--- config.mk ---
export PLATFORM = sky130hd
export DESIGN_NAME = restricted_deque
export DESIGN_NICKNAME = d
export VERILOG_FILES = /design/src/rtl/core/rdq_pkg.sv /design/src/rtl/core/restricted_deque.sv /design/src/rtl/core/rdq_ram.sv /design/src/rtl/core/rdq_ctrl.sv /design/src/rtl/core/rdq_dp.sv
export SDC_FILE = /design/constraint.sdc
export NUM_CORES = 1
export LEC_CHECK = 0
export BUFFER_PORTS_ARGS = -buffer_cell sky130_fd_sc_hd__buf_2
export CORE_AREA = 2 2 207 209
export DETAILED_ROUTE_END_ITERATION = 6
export DIE_AREA = 0 0 209 211
export PLACE_DENSITY_LB_ADDON = 0.2
export SLEW_MARGIN = 10
export SYNTH_ARGS = -nofsm -noshare
export SYNTH_HDL_FRONTEND = slang
export SYNTH_SLANG_ARGS = --single-unit
--- constraint.sdc ---
create_clock -name clk -period 5.01 [get_ports clk]
set_clock_uncertainty 0.05 [all_clocks]
set_input_delay 0.501 -clock clk [delete_from_list [all_inputs] [get_ports clk]]
set_output_delay 0.501 -clock clk [all_outputs]
set_load 0.01 [all_outputs]
--- src/rtl/core/rdq_pkg.sv ---
package rdq_pkg;

	// Sizes
	localparam int DEPTH_DEF = 16;
	localparam int DATA_W    = 32;
	localparam int CMD_W     = 3;
	localparam int ST_W      = 2;
	localparam int PADDR_W   = 3;
	localparam int PDATA_W   = 32;

	// Command codes
	localparam logic [CMD_W-1:0] CMD_PUSH_FRONT = 3'd0;
	localparam logic [CMD_W-1:0] CMD_PUSH_BACK  = 3'd1;
	localparam logic [CMD_W-1:0] CMD_POP_FRONT  = 3'd2;
	localparam logic [CMD_W-1:0] CMD_POP_BACK   = 3'd3;
	localparam logic [CMD_W-1:0] CMD_TRAVERSE   = 3'd4;

	// Status codes
	localparam logic [ST_W-1:0] ST_OK     = 2'd0;
	localparam logic [ST_W-1:0] ST_EMPTY  = 2'd1;
	localparam logic [ST_W-1:0] ST_FULL   = 2'd2;
	localparam logic [ST_W-1:0] ST_DENIED = 2'd3;

	// Mode values
	localparam logic MODE_INPUT  = 1'b0;
	localparam logic MODE_OUTPUT = 1'b1;

	// Register byte addresses
	localparam logic [PADDR_W-1:0] ADDR_MODE = 3'd0;

	typedef struct packed {
		logic [CMD_W-1:0]         cmd;
		logic signed [DATA_W-1:0] push_value;
	} cmd_item_t;

	typedef struct packed {
		logic [ST_W-1:0]          status;
		logic signed [DATA_W-1:0] out_value;
		logic                     last;
	} res_item_t;

	// Controller to datapath
	typedef struct packed {
		logic load_cmd;
		logic res_load_stat;
		logic rd_issue;
		logic rd_next;
		logic res_load_data;
	} ctl_t;

	// Datapath to controller
	typedef struct packed {
		logic imm;
		logic trav_more;
		logic out_free;
	} dp_stat_t;

endpackage

--- src/rtl/core/restricted_deque.sv ---
// Channel | Direction | Payload        | Handshake
// cmd     | in        | cmd_item_t     | cmd_valid / cmd_stall
// res     | out       | res_item_t     | res_valid / res_stall
// cfg     | in        | restrict_mode  | APB psel / penable / pwrite
//
// One command at a time. Push and every refused command: a status result, no memory read.
// Pop: the result comes from the registered read of the slot memory.
// Traverse: one memory read and one result per cycle while the result side is not stalled.
// Reset clears mode, front index, fill count and the output register; slots are not cleared.
// A stalled result holds the controller; the next command is taken while a result waits.
module restricted_deque #(
	parameter int DEPTH = rdq_pkg::DEPTH_DEF
) (
	input  logic                          clk,
	input  logic                          arst_n,
	input  logic                          psel,
	input  logic                          penable,
	input  logic                          pwrite,
	input  logic [rdq_pkg::PADDR_W-1:0]   paddr,
	input  logic [rdq_pkg::PDATA_W-1:0]   pwdata,
	output logic [rdq_pkg::PDATA_W-1:0]   prdata,
	output logic                          pready,
	input  logic                          cmd_valid,
	output logic                          cmd_stall,
	input  rdq_pkg::cmd_item_t            cmd_data,
	output logic                          res_valid,
	input  logic                          res_stall,
	output rdq_pkg::res_item_t            res_data
);

	import rdq_pkg::*;

	logic     mode_q;
	ctl_t     ctl;
	dp_stat_t st;

	// Mode register write on APB transfer
	always_ff @(posedge clk or negedge arst_n) begin
		if (!arst_n) begin
			mode_q <= MODE_INPUT;
		end else if (psel && penable && pwrite && (paddr == ADDR_MODE)) begin
			mode_q <= pwdata[0];
		end
	end

	assign pready = 1'b1;
	assign prdata = (paddr == ADDR_MODE) ? {{(PDATA_W-1){1'b0}}, mode_q} : '0;

	rdq_ctrl u_ctrl (
		.clk       (clk),
		.arst_n    (arst_n),
		.cmd_valid (cmd_valid),
		.cmd_stall (cmd_stall),
		.st        (st),
		.ctl       (ctl)
	);

	rdq_dp #(
		.DEPTH(DEPTH)
	) u_dp (
		.clk       (clk),
		.arst_n    (arst_n),
		.ctl       (ctl),
		.cmd_data  (cmd_data),
		.mode      (mode_q),
		.res_stall (res_stall),
		.st        (st),
		.res_valid (res_valid),
		.res_data  (res_data)
	);

endmodule

--- src/rtl/core/rdq_ram.sv ---
module rdq_ram #(
	parameter int WIDTH = 32,
	parameter int DEPTH = 16
) (
	input  logic                     clk,
	input  logic                     we,
	input  logic [$clog2(DEPTH)-1:0] waddr,
	input  logic [WIDTH-1:0]         wdata,
	input  logic                     re,
	input  logic [$clog2(DEPTH)-1:0] raddr,
	output logic [WIDTH-1:0]         rdata
);

	logic [WIDTH-1:0] mem [DEPTH];
	logic [WIDTH-1:0] rdata_q;

	// Write port
	always_ff @(posedge clk) begin
		if (we) begin
			mem[waddr] <= wdata;
		end
	end

	// Registered read, held when not enabled
	always_ff @(posedge clk) begin
		if (re) begin
			rdata_q <= mem[raddr];
		end
	end

	assign rdata = rdata_q;

endmodule

--- src/rtl/core/rdq_ctrl.sv ---
module rdq_ctrl (
	input  logic              clk,
	input  logic              arst_n,
	input  logic              cmd_valid,
	output logic              cmd_stall,
	input  rdq_pkg::dp_stat_t st,
	output rdq_pkg::ctl_t     ctl
);

	import rdq_pkg::*;

	localparam logic [1:0] S_IDLE = 2'd0;
	localparam logic [1:0] S_EXEC = 2'd1;
	localparam logic [1:0] S_DATA = 2'd2;

	logic [1:0] state_q;
	logic [1:0] state_d;

	// Sequence one command: take it, decide, then emit from memory if needed
	always_comb begin
		state_d = state_q;
		ctl     = '0;
		case (state_q)
			S_IDLE: begin
				if (cmd_valid) begin
					ctl.load_cmd = 1'b1;
					state_d      = S_EXEC;
				end
			end
			S_EXEC: begin
				if (st.imm) begin
					if (st.out_free) begin
						ctl.res_load_stat = 1'b1;
						state_d           = S_IDLE;
					end
				end else begin
					ctl.rd_issue = 1'b1;
					state_d      = S_DATA;
				end
			end
			S_DATA: begin
				if (st.out_free) begin
					ctl.res_load_data = 1'b1;
					if (st.trav_more) begin
						ctl.rd_next = 1'b1;
					end else begin
						state_d = S_IDLE;
					end
				end
			end
			default: begin
				state_d = S_IDLE;
			end
		endcase
	end

	always_ff @(posedge clk or negedge arst_n) begin
		if (!arst_n) begin
			state_q <= S_IDLE;
		end else begin
			state_q <= state_d;
		end
	end

	assign cmd_stall = (state_q != S_IDLE);

endmodule

--- src/rtl/core/rdq_dp.sv ---
module rdq_dp #(
	parameter int DEPTH = rdq_pkg::DEPTH_DEF
) (
	input  logic               clk,
	input  logic               arst_n,
	input  rdq_pkg::ctl_t      ctl,
	input  rdq_pkg::cmd_item_t cmd_data,
	input  logic               mode,
	input  logic               res_stall,
	output rdq_pkg::dp_stat_t  st,
	output logic               res_valid,
	output rdq_pkg::res_item_t res_data
);

	import rdq_pkg::*;

	localparam int IDX_W = $clog2(DEPTH);
	localparam int CNT_W = $clog2(DEPTH + 1);

	logic [CMD_W-1:0]  cmd_q;
	logic [DATA_W-1:0] val_q;
	logic [IDX_W-1:0]  front_q;
	logic [CNT_W-1:0]  fill_q;
	logic [IDX_W-1:0]  trav_q;
	res_item_t         res_q;
	logic              res_valid_q;

	logic              is_push;
	logic              is_pop;
	logic              is_trav;
	logic              denied;
	logic              full;
	logic              empty;
	logic [ST_W-1:0]   dec_status;
	logic              push_ok;
	logic [IDX_W-1:0]  front_dec;
	logic [IDX_W-1:0]  waddr;
	logic [IDX_W-1:0]  raddr;
	logic              re;
	logic [DATA_W-1:0] rdata;

	// Ring index a + b, with a below DEPTH and b at most DEPTH
	function automatic logic [IDX_W-1:0] wrap_add(input logic [IDX_W-1:0] a,
			input logic [CNT_W-1:0] b);
		logic [CNT_W:0] s;
		s = (CNT_W+1)'(a) + {1'b0, b};
		if (s >= (CNT_W+1)'(DEPTH)) begin
			s = s - (CNT_W+1)'(DEPTH);
		end
		return s[IDX_W-1:0];
	endfunction

	// Decode the held command against mode and fill level
	always_comb begin
		is_push = (cmd_q == CMD_PUSH_FRONT) || (cmd_q == CMD_PUSH_BACK);
		is_pop  = (cmd_q == CMD_POP_FRONT) || (cmd_q == CMD_POP_BACK);
		is_trav = (cmd_q == CMD_TRAVERSE);
		denied  = !(is_push || is_pop || is_trav) ||
			((cmd_q == CMD_PUSH_FRONT) && (mode == MODE_INPUT)) ||
			((cmd_q == CMD_POP_BACK) && (mode == MODE_OUTPUT));
		full    = (fill_q == CNT_W'(DEPTH));
		empty   = (fill_q == '0);
		if (denied) begin
			dec_status = ST_DENIED;
		end else if (is_push) begin
			dec_status = full ? ST_FULL : ST_OK;
		end else begin
			dec_status = empty ? ST_EMPTY : ST_OK;
		end
	end

	assign st.imm       = denied || is_push || empty;
	assign st.trav_more = is_trav && ((CNT_W'(trav_q) + CNT_W'(1)) != fill_q);
	assign st.out_free  = !res_valid_q || !res_stall;

	// Write side: push lands before the front or after the back
	assign push_ok   = ctl.res_load_stat && is_push && !denied && !full;
	assign front_dec = (front_q == '0) ? IDX_W'(DEPTH - 1) : front_q - IDX_W'(1);
	assign waddr     = (cmd_q == CMD_PUSH_FRONT) ? front_dec : wrap_add(front_q, fill_q);

	// Read side: first access of a pop or traverse, or the next traverse slot
	always_comb begin
		if (ctl.rd_next) begin
			raddr = wrap_add(front_q, CNT_W'(trav_q) + CNT_W'(1));
		end else if (cmd_q == CMD_POP_BACK) begin
			raddr = wrap_add(front_q, fill_q - CNT_W'(1));
		end else begin
			raddr = front_q;
		end
	end

	assign re = ctl.rd_issue || ctl.rd_next;

	rdq_ram #(
		.WIDTH(DATA_W),
		.DEPTH(DEPTH)
	) u_ram (
		.clk   (clk),
		.we    (push_ok),
		.waddr (waddr),
		.wdata (val_q),
		.re    (re),
		.raddr (raddr),
		.rdata (rdata)
	);

	// Hold the accepted command
	always_ff @(posedge clk) begin
		if (ctl.load_cmd) begin
			cmd_q <= cmd_data.cmd;
			val_q <= cmd_data.push_value;
		end
	end

	// Advance ring pointers and traverse position
	always_ff @(posedge clk or negedge arst_n) begin
		if (!arst_n) begin
			front_q <= '0;
			fill_q  <= '0;
			trav_q  <= '0;
		end else begin
			if (push_ok) begin
				fill_q <= fill_q + CNT_W'(1);
				if (cmd_q == CMD_PUSH_FRONT) begin
					front_q <= front_dec;
				end
			end
			if (ctl.rd_issue) begin
				trav_q <= '0;
				if (cmd_q == CMD_POP_FRONT) begin
					front_q <= wrap_add(front_q, CNT_W'(1));
					fill_q  <= fill_q - CNT_W'(1);
				end else if (cmd_q == CMD_POP_BACK) begin
					fill_q <= fill_q - CNT_W'(1);
				end
			end
			if (ctl.rd_next) begin
				trav_q <= trav_q + IDX_W'(1);
			end
		end
	end

	// Output register: load a result, drop it once transferred
	always_ff @(posedge clk or negedge arst_n) begin
		if (!arst_n) begin
			res_valid_q <= 1'b0;
		end else if (ctl.res_load_stat || ctl.res_load_data) begin
			res_valid_q <= 1'b1;
		end else if (!res_stall) begin
			res_valid_q <= 1'b0;
		end
	end

	always_ff @(posedge clk) begin
		if (ctl.res_load_stat) begin
			res_q.status    <= dec_status;
			res_q.out_value <= '0;
			res_q.last      <= 1'b1;
		end else if (ctl.res_load_data) begin
			res_q.status    <= ST_OK;
			res_q.out_value <= rdata;
			res_q.last      <= !st.trav_more;
		end
	end

	assign res_valid = res_valid_q;
	assign res_data  = res_q;

endmodule

Yosys cells after proc, flatten, opt, wreduce, memory -nomap -nowiden:

Memory sizes are Yosys's and may differ from the RTL's. A register that Yosys moved wholly into a read port is not among the register bits.
Index checks and enable logic that the tools add are counted.

* add/sub/neg operators: 13
* multipliers: 0
* divide/modulo/power cells: 0
* magnitude comparators: 4
* equal/unequal tests: 13
* shift-type cells: 0
* muxes and demuxes: 44
* bitwise operators: 1
* reductions and logical operators: 35

Operator list (number)
* 2-to-1 mux 35 bit: 2
* 2-to-1 mux 4 bit: 14
* 2-to-1 mux 2 bit: 11
* 2-to-1 mux 5 bit: 4
* subtractor 4 x 1 -> 4 bit, second input constant: 5
* adder 4 x 5 -> 6 bit: 3
* >= comparator 6 x 5 -> 1 bit, second input constant: 3
* 2-to-1 mux 1 bit: 12
* logical OR 1 bit: 11
* adder 4 x 1 -> 5 bit, second input constant: 2
* logical AND 1 bit: 9
* == test 3 x 2 -> 1 bit, second input constant: 2
* logical NOT 1 bit: 6
* logical NOT 3 bit: 2
* inequality test 2 bit, second input constant: 3
* one-hot mux 2 bit (3 select lines): 1
* nonzero test 2 bit: 3
* adder 5 x 1 -> 5 bit, second input constant: 1
* == test 5 bit, second input constant: 1
* >= comparator 5 bit, second input constant: 1
* logical NOT 5 bit: 1
* inequality test 5 bit: 1
* subtractor 5 x 1 -> 5 bit, second input constant: 1
* adder 4 x 1 -> 4 bit, second input constant: 1
* other kinds (10): 10

* flip-flop bits (word level): 87
* bits in latches: 0
* memory bits (writable): 512
* memory bits (read-only): 0
* memories kept: 1

Memories
* u_dp.u_ram.mem: depth 16, bits a word 32, read ports 1, clocked after Yosys merged registers in 1, write ports 1, line rdq_ram.sv:14 `logic [WIDTH-1:0] mem [DEPTH];`

Logic depth before layout (Yosys ltp):

* word-level depth: 18
* mapped depth: 14
* depth with buffers taken out: 12

By module:

A second synthesis with hierarchy kept.

* cell total of the unflattened synthesis: 1218
* area, all modules: 24415.9 µm²

By module, submodules not included
* rdq_ram: times used 1, cells an instance 838, area an instance 20155.6 µm²
* rdq_dp: times used 1, cells an instance 325, area an instance 3817.4 µm²
* restricted_deque: times used 1, cells an instance 39, area an instance 307.8 µm²
* rdq_ctrl: times used 1, cells an instance 16, area an instance 135.1 µm²

Worst setup path after synthesis:

No wires, ideal clock.

* kind: flip-flop to flip-flop
* start: reg u_dp.fill_q[1]
* end: mem u_dp.u_ram.mem[7][0], enable pin
* library setup time: 0.421 ns
* arrival: 3.682 ns
* setup slack: 0.857 ns
* cell stages (with the launch flop): 11
* clock period less this slack: 4.153 ns
* cell sequence: dfrtp_1 -> inv_1 -> ha_1 -> nor4b_1 -> nor2_1 -> nor3b_2 -> and3_1 -> clkbuf_1 -> and2_1 -> nand2_1 -> nor2_1

* longest elaborated chain between the ends: 9

RTL lines
* from (decl): line rdq_dp.sv:23 `logic [CNT_W-1:0] fill_q;`
* from (signal assigned): line rdq_dp.sv:123 `fill_q <= fill_q + CNT_W'(1);`
* from (signal assigned): line rdq_dp.sv:132 `fill_q <= fill_q - CNT_W'(1);`
* from (signal assigned): line rdq_dp.sv:134 `fill_q <= fill_q - CNT_W'(1);`
* branches (longest 9 deep; another with adder 4 x 5 -> 6 bit)
* to (decl): line rdq_ram.sv:14

Several ways; the timed one is not identified.

Final worst setup path:

* start: reg u_dp.fill_q[0]
* end: reg u_dp.u_ram.rdata_q[8] (netlist: u_dp.u_ram.rdata[8]) (read register of u_dp.u_ram.mem) (data pin)

* longest elaborated chain between the ends: 6

RTL lines
* subtractor 5 x 1 -> 5 bit / inequality test 5 bit (equally long branches): line rdq_dp.sv:86, rdq_dp.sv:73
* adder 4 x 5 -> 6 bit / logical AND 1 bit (equally long branches): line rdq_dp.sv:46, rdq_dp.sv:73
* >= comparator 6 x 5 -> 1 bit, or another cell as far along: line rdq_dp.sv:47 `if (s >= (CNT_W+1)'(DEPTH)) begin`
* 2-to-1 mux 4 bit / 2-to-1 mux 2 bit (equally long branches): line rdq_dp.sv:47, rdq_ctrl.sv:42
* 2-to-1 mux 4 bit / 2-to-1 mux 2 bit (equally long branches): line rdq_dp.sv:85, rdq_ctrl.sv:23
* 2-to-1 mux 4 bit / logical OR 1 bit (equally long branches): line rdq_dp.sv:83, rdq_dp.sv:92
* to (decl): line rdq_ram.sv:15 `logic [WIDTH-1:0] rdata_q;`

Several ways; a longest one is shown, not always the timed one.
A chain may end at the register's enable or synchronous reset.

==> reports/summary.txt <==
Area contributors post-synth - edfxtp_1 (70%), mux2i_1 (5.2%), a221oi_1 (4.5%)
Met1 GRT Util - 34.76%
Hold_buf cts - 32
Post-CTS resize count - 0
Area leader, netlist - edfxtp_1
Clock Latency Late Sink - 0.62 ns
RSZ-0062 raised after global routing - false
Max-cap viol count - 0
Total Power - 16.79 mW
Main flop type after synthesis - edfxtp_1
Routed length per instance - 24.26 um
Crit Path Class - reg -> reg
Cts bufs inserted - 61
Dpl cell area - 0.02606 mm2
Post-synth EDFFs - 581
TritonCTS clock tree - yes
Gp weighted congestion - 0.8398
Util after Layout - 68.29%
Final Hold Viols - 0
Pleak - 10.13 nW
Port Buffer Count - 83
GRT overflow - 0
Post-CTS setup buffer count - 0
Layout area overhead - 14.76%
Final Instance Area - 0.02852 mm2
Final Cycle Share - 81.60%
Synth Cell Area - 0.02485 mm2
Core footprint - 0.04176 mm2
Die X - 209 um
CP startpoint kind - flop
Most used routing layer - met2
Synth unique cells - 56
Avg Cell Area, Syn - 15.32 um2
Final min period - 4.088 ns
1st-iter DRT viols - 1532
Row cnt - 75
Status - completed
Crit Path Max Fanout - 17
Routed wire length - 56560 um
Gr usage total - 25.88%
Die area - 0.04410 mm2
Data required time of the critical path - 5.31 ns
Vias/cell - 6.187
Worst min-delay path category - in -> reg
CTS clk-pin slew, worst paths - 0.07 ns
Fin cells - 2331
Clk buf depth - 3
Pwr/cell area - 588.7 mW/mm2
Slew margin rel. - 30.65%
Die Height - 211 um
Synth warn - 0
Max Freq - 244.6 MHz
Initial antenna violation count - 0
First-pass GRT wire length - 85130 um
# clock sinks - 631
Initial core utilization - 59.51%
CP Capture Type - flop
Number of remaining DRC errors - 0
First-pass detailed-route iteration total - 6
Synthesized instance count - 1622
Layout fillers - 2764
Hpwl dp - 29270 um
Root Driver - clkbuf_16
Seq/Total Area, Yosys - 74.58%
Worst slew pin tran - 1.040 ns
Antenna cells - 0
Synth Register Bits - 631
Largest net degree at the start of global routing - 83
Max Transition Viols Final - 0
Via count - 14420
Max VDD drop - 0.0004261 V
Arrival time worst endpoint - 4.39 ns
Antenna-violating nets left - 0
Number of global-route vias before repair - 14380
Asr flop ratio synth - 2.694%
GRT met2 Usage - 43.94%
Final setup violation count - 0
Met3 capacity usage during global routing - 2.974%
IO Count - 147
H-tree levels - 2
Placed insts - 2186
Layout cells sized above 1 - 14.73%
TNS Setup - 0 ns
Net total in the final layout - 1838
Top-area cell type share of the netlist area - 70.21%
-- cells by family (layout without fill, tap and decap cells) --
| logic type | count (synthesis) | after routing | synth area share [%] |
|---|---|---|---|
| compound gates | 339 | 339 | 9.094 |
| xor+xnor | 22 | 22 | 0.8056 |
| fa+ha+maj | 19 | 19 | 1.047 |
| buf+inv | 143 | 283 | 3.036 |
| flops | 631 | 631 | 74.58 |
| mux | 133 | 133 | 5.433 |
| other cells | 2 | 32 | 0.03022 |
| simple gates | 333 | 333 | 5.972 |
-- worst max-delay path: stages, from the launching register on --
cell and delay, ns:
dfrtp_1 0.50, inv_1 0.14, ha_1 0.35, inv_1 0.08
ha_1 0.27, a21o_1 0.18, a21oi_1 0.17, xnor2_1 0.13
a32oi_1 0.09, xnor2_1 0.38, nand2b_2 0.62, buf_12 0.26
a221oi_1 0.08, or4_1 0.50
-- power by group --
| part | total (mW) | internal [mW] | switching [mW] |
|---|---|---|---|
| Sequential | 6.74 | 6.37 | 0.366 |
| Combinational | 5.24 | 1.95 | 3.29 |
| Clock | 4.82 | 2.88 | 1.93 |
| Total | 16.8 | 11.2 | 5.58 |
-- synthesized netlist by cell type, types with 3 or more instances --
cell	count
a21o_1	5
a21oi_1	174
a221oi_1	128
and2_1	3
buf_2	39
buf_4	39
buf_6	3
clkbuf_1	50
dfrtp_1	17
dfxtp_1	33
edfxtp_1	581
fa_1	3
ha_1	16
inv_1	10
mux2i_1	129
nand2_1	225
nand2b_1	7
nand3_1	10
nor2_1	29
nor2b_1	4
nor3_1	9
o21a_1	6
o21ai_0	12
or4_1	32
xnor2_1	11
xor2_1	10
-- final cells by class --
cell class	instances	area, um2	share of cell area, %
multi-input cells	878	5851	20.52
repair buffers	160	1286	4.511
clock buffers	80	1730	6.068
inverters	10	37.54	0.1316
clock inverters	33	404.1	1.417
well taps	539	674.4	2.365
flip-flops and latches	631	18530	64.99
-- flip-flops by register name, indices dropped and copies added, names as in the netlist, 2 cells and up --
name              count
u_dp.val_q           32
u_dp.trav_q           4
u_ctrl.state_q        2
u_dp.cmd_q            3
u_dp.res_data        35
u_dp.front_q          4
u_dp.fill_q           5
u_dp.u_ram.mem      512
u_dp.u_ram.rdata     32
-- placed cells by master (no fill, tap or decap), types with 4 or more instances in the layout --
master           n
edfxtp_1       581
nand2_1        224
a21oi_1        173
mux2i_1        129
a221oi_1       128
buf_2           83
clkbuf_16       63
dfxtp_1         33
or4_1           32
conb_1          32
dlygate4sd3_1   32
buf_4           28
nor2_4          17
dfrtp_1         17
buf_12          17
ha_1            16
clkinv_2        13
o21ai_0         12
nor2_1          12
xnor2_1         11
inv_1           10
nand3_1         10
xor2_1          10
nor3_1           9
clkbuf_8         9
bufinv_16        9
clkbuf_1         8
a21o_1           5
o21a_1           5
nand2b_1         5
clkinv_1         5
nor2b_1          4
-- per-stage QoR --
step	worst slack, ns	hold slack [ns]
after floorplan	0.8567	0.1554
after global placement	1.001	0.3905
after detailed placement	0.9460	0.3943
after CTS	0.9043	0.01121
after global routing	0.6355	0.01047
final	0.9221	0.03181
-- metal layers --
| metal | up-vias | part of all wire [%] |
|---|---|---|
| li1 | 6445 | - |
| met1 | 7253 | 40 |
| met2 | 607 | 50 |
| met3 | 116 | 6.6 |
| met4 | 0 | 3.0 |
| met5 | - | 0 |
-- path summary, 6_finish.rpt --
path	startpoint	to	slack (ns)	cells past startpoint
setup / recovery	u_dp.fill_q[0]$_DFF_PN0_	u_dp.u_ram.rdata[8]$_DFFE_PP_	0.92	13
max in group asynchronous	arst_n	u_dp.fill_q[2]$_DFF_PN0_	4.29	2
hold / removal	cmd_data[11]	u_dp.val_q[11]$_DFFE_PP_	0.03	1
hold reg to reg	u_dp.res_data[30]$_SDFFE_PP0P_	u_dp.res_data[30]$_SDFFE_PP0P_	0.40	2
min in group asynchronous	arst_n	u_dp.fill_q[0]$_DFF_PN0_	0.31	2
setup reg to reg	u_dp.fill_q[0]$_DFF_PN0_	u_dp.u_ram.rdata[8]$_DFFE_PP_	0.92	13
Power figures use the tool's default switching activity.
